--- src/rtl/core/sorted_min_priority_queue_macros.svh ---
// assertion macros for the sorted min priority queue
// used by the rtl files that carry concurrent assertions
`ifndef SORTED_MIN_PRIORITY_QUEUE_MACROS_SVH
`define SORTED_MIN_PRIORITY_QUEUE_MACROS_SVH

// same cycle implication, disabled in reset
`define SPQ_ASSERT_NOW(label, clk, rst_n, ante, cons, msg) \
    label: assert property (@(posedge clk) disable iff (!(rst_n)) (ante) |-> (cons)) \
        else $error(msg);

// next cycle implication, disabled in reset
`define SPQ_ASSERT_NEXT(label, clk, rst_n, ante, cons, msg) \
    label: assert property (@(posedge clk) disable iff (!(rst_n)) (ante) |=> (cons)) \
        else $error(msg);

`endif

--- src/rtl/core/spq_pkg.sv ---
// shared types and constants for the sorted min priority queue
// no dependencies
package spq_pkg;

    localparam int DEPTH_DEF = 16;
    localparam int VALUE_W   = 32;
    localparam int COUNT_W   = 5;
    localparam int STATUS_W  = 2;

    localparam logic OP_PUSH = 1'b0;
    localparam logic OP_POP  = 1'b1;

    localparam logic [STATUS_W-1:0] ST_OK        = 2'd0;
    localparam logic [STATUS_W-1:0] ST_POP_EMPTY = 2'd1;
    localparam logic [STATUS_W-1:0] ST_PUSH_FULL = 2'd2;

    typedef struct packed {
        logic               push;
        logic               pop;
        logic [VALUE_W-1:0] value;
    } t_cell_ctl;

endpackage

--- src/rtl/core/spq_cell.sv ---
// one storage cell of the sorted chain: holds one entry and compares it
// with the broadcast value; depends on spq_pkg
module spq_cell
    import spq_pkg::*;
(
    input  logic               i_clk,
    input  t_cell_ctl          i_ctl,
    input  logic               i_valid,
    input  logic               i_left_ins,
    input  logic [VALUE_W-1:0] i_left_entry,
    input  logic [VALUE_W-1:0] i_right_entry,
    output logic               o_ins,
    output logic [VALUE_W-1:0] o_entry,
    output logic [VALUE_W-1:0] o_next_entry
);

    logic [VALUE_W-1:0] r_entry;
    logic [VALUE_W-1:0] n_entry;
    logic               ins;

    // new value belongs at or before this cell
    assign ins = i_valid ? ($signed(i_ctl.value) < $signed(r_entry)) : 1'b1;

    always_comb begin
        n_entry = r_entry;
        if (i_ctl.pop) begin
            n_entry = i_right_entry;
        end else if (i_ctl.push && ins) begin
            n_entry = i_left_ins ? i_left_entry : i_ctl.value;
        end
    end

    always_ff @(posedge i_clk) begin
        r_entry <= n_entry;
    end

    assign o_ins        = ins;
    assign o_entry      = r_entry;
    assign o_next_entry = n_entry;

endmodule

--- src/rtl/core/sorted_min_priority_queue.sv ---
// Sorted min priority queue: a chain of DEPTH compare-and-shift cells keeps the
// entries in ascending order, smallest at the front. An item (push or pop) is
// taken in every cycle while the output register is free or being drained; all
// cells update in that same cycle from the broadcast value and their
// neighbors, and the result is registered and offered in the next cycle.
// Throughput is one item per cycle while the output is not stalled, set by
// the cell update and one output register. A push on a full queue is
// rejected and a pop on an empty one ignored, both flagged in status.
// top level; depends on spq_pkg, spq_cell and the assertion macro header
`include "sorted_min_priority_queue_macros.svh"

module sorted_min_priority_queue
    import spq_pkg::*;
#(
    parameter int DEPTH = DEPTH_DEF
) (
    input  logic        i_clk,
    input  logic        i_rst_n,
    input  logic        s_axis_tvalid,
    output logic        s_axis_tready,
    input  logic [31:0] s_axis_tdata,   // value[31:0]
    input  logic [0:0]  s_axis_tuser,   // opcode[0]
    output logic        m_axis_tvalid,
    input  logic        m_axis_tready,
    output logic [71:0] m_axis_tdata    // popped_value[31:0], front_value[63:32],
                                        // is_empty[64], entry_count[69:65],
                                        // status[71:70]
);

    localparam int CNT_W = $clog2(DEPTH + 1);

    logic [CNT_W-1:0]   r_count;
    logic [CNT_W-1:0]   n_count;
    logic               r_out_valid;
    logic [71:0]        r_out_data;

    logic               accept;
    logic               is_push;
    logic               full;
    logic               empty;
    t_cell_ctl          ctl;
    logic [STATUS_W-1:0] status;
    logic [VALUE_W-1:0] popped;
    logic [VALUE_W-1:0] front;
    logic [CNT_W+COUNT_W-1:0] count_ext;

    logic [DEPTH-1:0]   cell_ins;
    logic [VALUE_W-1:0] cell_entry [DEPTH];
    logic [VALUE_W-1:0] cell_next  [DEPTH];

    assign s_axis_tready = !r_out_valid || m_axis_tready;
    assign accept        = s_axis_tvalid && s_axis_tready;
    assign is_push       = (s_axis_tuser[0] == OP_PUSH);
    assign full          = (r_count == CNT_W'(DEPTH));
    assign empty         = (r_count == '0);

    assign ctl.push  = accept && is_push && !full;
    assign ctl.pop   = accept && !is_push && !empty;
    assign ctl.value = s_axis_tdata;

    genvar gi;
    generate
        for (gi = 0; gi < DEPTH; gi++) begin : g_cell
            logic               left_ins;
            logic [VALUE_W-1:0] left_entry;
            logic [VALUE_W-1:0] right_entry;
            if (gi == 0) begin : g_first
                assign left_ins   = 1'b0;
                assign left_entry = '0;
            end else begin : g_mid
                assign left_ins   = cell_ins[gi-1];
                assign left_entry = cell_entry[gi-1];
            end
            if (gi == DEPTH - 1) begin : g_last
                assign right_entry = '0;
            end else begin : g_inner
                assign right_entry = cell_entry[gi+1];
            end
            spq_cell u_cell (
                .i_clk         (i_clk),
                .i_ctl         (ctl),
                .i_valid       (CNT_W'(gi) < r_count),
                .i_left_ins    (left_ins),
                .i_left_entry  (left_entry),
                .i_right_entry (right_entry),
                .o_ins         (cell_ins[gi]),
                .o_entry       (cell_entry[gi]),
                .o_next_entry  (cell_next[gi])
            );
        end
    endgenerate

    always_comb begin
        n_count = r_count;
        status  = ST_OK;
        popped  = '0;
        if (ctl.push) begin
            n_count = r_count + 1'b1;
        end else if (ctl.pop) begin
            n_count = r_count - 1'b1;
            popped  = cell_entry[0];
        end
        if (is_push && full) begin
            status = ST_PUSH_FULL;
        end else if (!is_push && empty) begin
            status = ST_POP_EMPTY;
        end
        front     = (n_count != '0) ? cell_next[0] : '0;
        count_ext = {{COUNT_W{1'b0}}, n_count};
    end

    always_ff @(posedge i_clk) begin
        if (!i_rst_n) begin
            r_count     <= '0;
            r_out_valid <= 1'b0;
        end else begin
            if (accept) begin
                r_count     <= n_count;
                r_out_valid <= 1'b1;
            end else if (m_axis_tready) begin
                r_out_valid <= 1'b0;
            end
        end
    end

    always_ff @(posedge i_clk) begin
        if (accept) begin
            r_out_data <= {status, count_ext[COUNT_W-1:0], (n_count == '0), front, popped};
        end
    end

    assign m_axis_tvalid = r_out_valid;
    assign m_axis_tdata  = r_out_data;

    `SPQ_ASSERT_NOW(a_count_bound, i_clk, i_rst_n, 1'b1, r_count <= CNT_W'(DEPTH),
        "entry count above depth")
    `SPQ_ASSERT_NEXT(a_push_grows, i_clk, i_rst_n, ctl.push,
        r_count == $past(r_count) + 1'b1, "accepted push did not grow the count")
    `SPQ_ASSERT_NEXT(a_stall_holds, i_clk, i_rst_n, r_out_valid && !m_axis_tready,
        $stable(r_count), "queue changed while the result stalled")
    `SPQ_ASSERT_NOW(a_front_sorted, i_clk, i_rst_n, r_count >= CNT_W'(2),
        $signed(cell_entry[0]) <= $signed(cell_entry[1]), "front entry out of order")

endmodule
--- config.mk ---
export PLATFORM = sky130hd
export DESIGN_NAME = sorted_min_priority_queue
export DESIGN_NICKNAME = d
export VERILOG_FILES = /design/src/rtl/core/spq_pkg.sv /design/src/rtl/core/spq_cell.sv /design/src/rtl/core/sorted_min_priority_queue.sv
export VERILOG_INCLUDE_DIRS = /design/src /design/src/rtl/core
export SDC_FILE = /design/constraint.sdc
export NUM_CORES = 2
export LEC_CHECK = 0
export BUFFER_PORTS_ARGS = -buffer_cell sky130_fd_sc_hd__buf_2
export CAP_MARGIN = 20
export CORE_MARGIN = 1
export CORE_UTILIZATION = 60
export DETAILED_ROUTE_END_ITERATION = 12
export PLACE_DENSITY = 0.78
export SLEW_MARGIN = 40
export SYNTH_ARGS = -nofsm -noshare
export SYNTH_HDL_FRONTEND = slang
export SYNTH_SLANG_ARGS = --single-unit
--- constraint.sdc ---
create_clock -name i_clk -period 5.79 [get_ports i_clk]
set_clock_uncertainty 0.1 [all_clocks]
set_input_delay 0 -clock i_clk [delete_from_list [all_inputs] [get_ports i_clk]]
set_output_delay 0 -clock i_clk [all_outputs]
set_load 0.02 [all_outputs]
==> metrics.csv <==
stage;metric;value;unit
setup_path;Critical Path AT;5.01;ns
clock_tree;Clock Tree Root;clkbuf_16;
placed_design;PortBufs;110;
sta;setup violators final;0;
routing;1st-iter DRT viols;4471;
power_and_ir_drop;cell internal pwr;10400;uW
yosys;Syn Area/Cell;9.47;um2
yosys;EDFF count, synth;520;
global_route;GRT Total Usage;35.2;%
layout;finished layout cell area;45300;um2
power_and_ir_drop;Max VDD drop;239;uV
global_route;first-pass GRT wire length;194000;um
sta;FMAX;0.213;GHz
yosys;mapped cell area;41300;um2
layout;Total Nets Final;4869;
yosys;synth cell count leaders;edfxtp_1, inv_1, ha_1;
clock_tree;post-cts resize count;0;
clock_tree;Clock Sinks;590;
yosys;Synth top area share;37.8;%
layout;layout cells sized above 1;8.53;%
power_and_ir_drop;register share of total power;39.5;%
run_status;status;completed;
routing;vias;35706;
clock_tree;clk_lat worst skew;0.62;ns
layout;antenna diode count;0;
clock_tree;CTS Buf Count;68;
yosys;post-synth top area cell;edfxtp_1;
sta;RSZ-0062 raised after global routing;false;
sta;Max-slew headroom;37.7;%
clock_tree;Clock Tree Buf Depth;3;
routing;TritonRoute pass-1 iters;6;
setup_path;Worst Setup End Kind;register;
clock_tree;CTS tree;done;
placed_design;Routability Congestion;0.918;
yosys;total number of yosys warnings;0;
setup_path;CP Class;in -> reg;
floorplan;Die X;264;um
power_and_ir_drop;Sw Share;36.0;%
placed_design;placed cell areas;42700;um2
clock_tree;H-tree levels;3;
routing;WL/cell;23.7;um
run;Max-Cap Viols;0;
yosys;Area contributors post-synth;edfxtp_1, ha_1, inv_1;
global_route;aggregate global routing overflow;0;
routing;Post-route DRC;0;
placed_design;Final HPWL DP;89800;um
sta;crit share post-route;81.0;%
yosys;most common cell in the netlist;edfxtp_1;
hold_path;hold crit path type;in -> reg;
yosys;Post-Synthesis Cells;4365;
global_route;GRT busiest layer;met2;
power_and_ir_drop;Clk pwr share;26.9;%
setup_path;CP startpoint kind;input port;
sta;Final Hold Fails;0;
setup_path;highest net fanout along the worst path;21;
routing;final wirelength;125000;um
yosys;Mapped Nets;4901;
routing;post-DR vias/cell;6.79;
power_and_ir_drop;PwrDens;358;nW/um2
floorplan;core box area;67600;um2
global_route;GR met1 Demand/Resource;44.9;%
floorplan;chip height;264;um
floorplan;Ports;111;
power_and_ir_drop;NetSw;5850;uW
yosys;Seq/Total Area, Yosys;41.2;%
layout;synthesis-to-finish area growth;9.70;%
floorplan;Die ar.;69900;um2
global_route;largest net degree at the start of global routing;218;
yosys;top_reg_cell synth;edfxtp_1;
global_route;initial antenna violation count;1;
setup_path;Worst EP required;6.11;ns
sta;Worst Max-Slew Pin Slew;0.933;ns
global_route;vias in the first global route;34465;
sta;setup TNS;0;ns
floorplan;Starting Density;61.1;%
sta;Hold WS;0.0654;ns
yosys;Yosys reg bits;590;
clock_tree;clk slew on worst S/H paths;0.06;ns
global_route;met3 Resource Use GR;4.27;%
power_and_ir_drop;LEAKAGE;0.0193;uW
floorplan;FP Rows;95;
yosys;Unique masters post-synth;72;
sta;max-slew violations;0;
power_and_ir_drop;Gate power share;33.6;%
yosys;Post-synth ARST share;0;%
sta;min cycle time layout;4.69;ns
routing;post-detailed-route count of antenna-violating nets;0;
global_route;M2 GR Usage;57.8;%
-- kinds of logic (layout without fill, tap and decap cells) --
group / count (synthesis) / after routing / share of synthesized area, %
muxes: 41 / 41 / 0.993
adders and majority gates: 499 / 499 / 15.1
DFF: 590 / 590 / 41.2
xor gates and xnor gates: 3 / 3 / 0.0636
AOI/OAI and AO/OA: 1149 / 1149 / 20.6
and+or+nand+nor: 1258 / 1258 / 14.3
buffers and inverters: 825 / 846 / 7.80
-- path summary, 6_finish.rpt --
kind,from,endpoint,slack (ns),cells past startpoint
worst max-delay path,s_axis_tdata[31],m_axis_tdata[46],1.10,13
worst min-delay path,m_axis_tready,m_axis_tdata[68],0.07,4
worst max register to register,g_cell[0].u_cell.o_entry[31],m_axis_tdata[46],1.10,11
worst min register to register,g_cell[0].u_cell.o_entry[3],g_cell[0].u_cell.o_entry[3],0.40,2
-- state kept, by name, summed over array words and instances, names as in the netlist --
name                   flops
g_cell.u_cell.o_entry    512
m_axis_tdata              72
r_count                    5
m_axis_tvalid              1
-- through the flow --
| stage | util [%] | worst slack [ns] | instances | power [uW] |
|---|---|---|---|---|
| 5_1_grt | 67.1 | 1.05 | 5259 | 17000 |
| 4_1_cts | 66.9 | 1.33 | 5254 | 16100 |
| 2_1_floorplan | - | 0.570 | 4365 | 10000 |
| 3_3_place_gp | 62.7 | 1.11 | 5086 | 11500 |
| 3_5_place_dp | 63.1 | 1.25 | 5095 | 11700 |
| 6_report | 67.1 | 1.10 | 5259 | 16200 |
-- area by class of cell --
class / instances / area (um2)
fillers: 5272 / 22300
multi-input cells: 2950 / 21500
flip-flops and latches: 590 / 17000
clock buffers: 93 / 1960
inverters: 513 / 1930
repair buffers: 210 / 1660
well taps: 873 / 1090
clock inverters: 30 / 243
-- critical path: stages --
cell and delay (ns):
dlygate4sd3_1 0.53, buf_2 0.21, buf_4 0.24, ha_1 0.42
nand4_1 0.29, nor4_2 0.75, o2111ai_1 0.29, a31oi_1 0.61
o211ai_1 0.32, nand3_1 0.52, buf_4 0.37, nand2_1 0.12
a311oi_1 0.32
-- placed cells by master (no fill, tap or decap), drive strengths merged, types with 140 or more instances in the layout --
cell type    n
inv        515
o21ai      155
a221o      140
edfxtp     520
a21oi      211
nor3       204
ha         499
nand2      440
nor2       255
buf        174
-- what timing repair did --
item	4_1_cts	5_1_grt
hold buffers	36	0
endpoints found under the hold margin	115	0
buffers inserted	0	0
-- routing by layer --
metal / share of wire (%) / wire (um)
met1: 39 / 48200
met2: 47 / 58900
met3: 7.9 / 9890
met4: 6.2 / 7750
met5: 0.010 / 13
-- power by group through the flow --
| stage | combinational [uW] | sequential (uW) | clock [uW] |
|---|---|---|---|
| 3_3_place_gp | 5020 | 6470 | 0 |
| 2_1_floorplan | 3640 | 6380 | 0 |
| 3_5_place_dp | 5260 | 6470 | 0 |
| 4_1_cts | 5330 | 6400 | 4370 |
| 6_report | 5450 | 6410 | 4360 |
| 5_1_grt | 6020 | 6490 | 4530 |
Note: power is estimated with default switching activity, not from simulation.
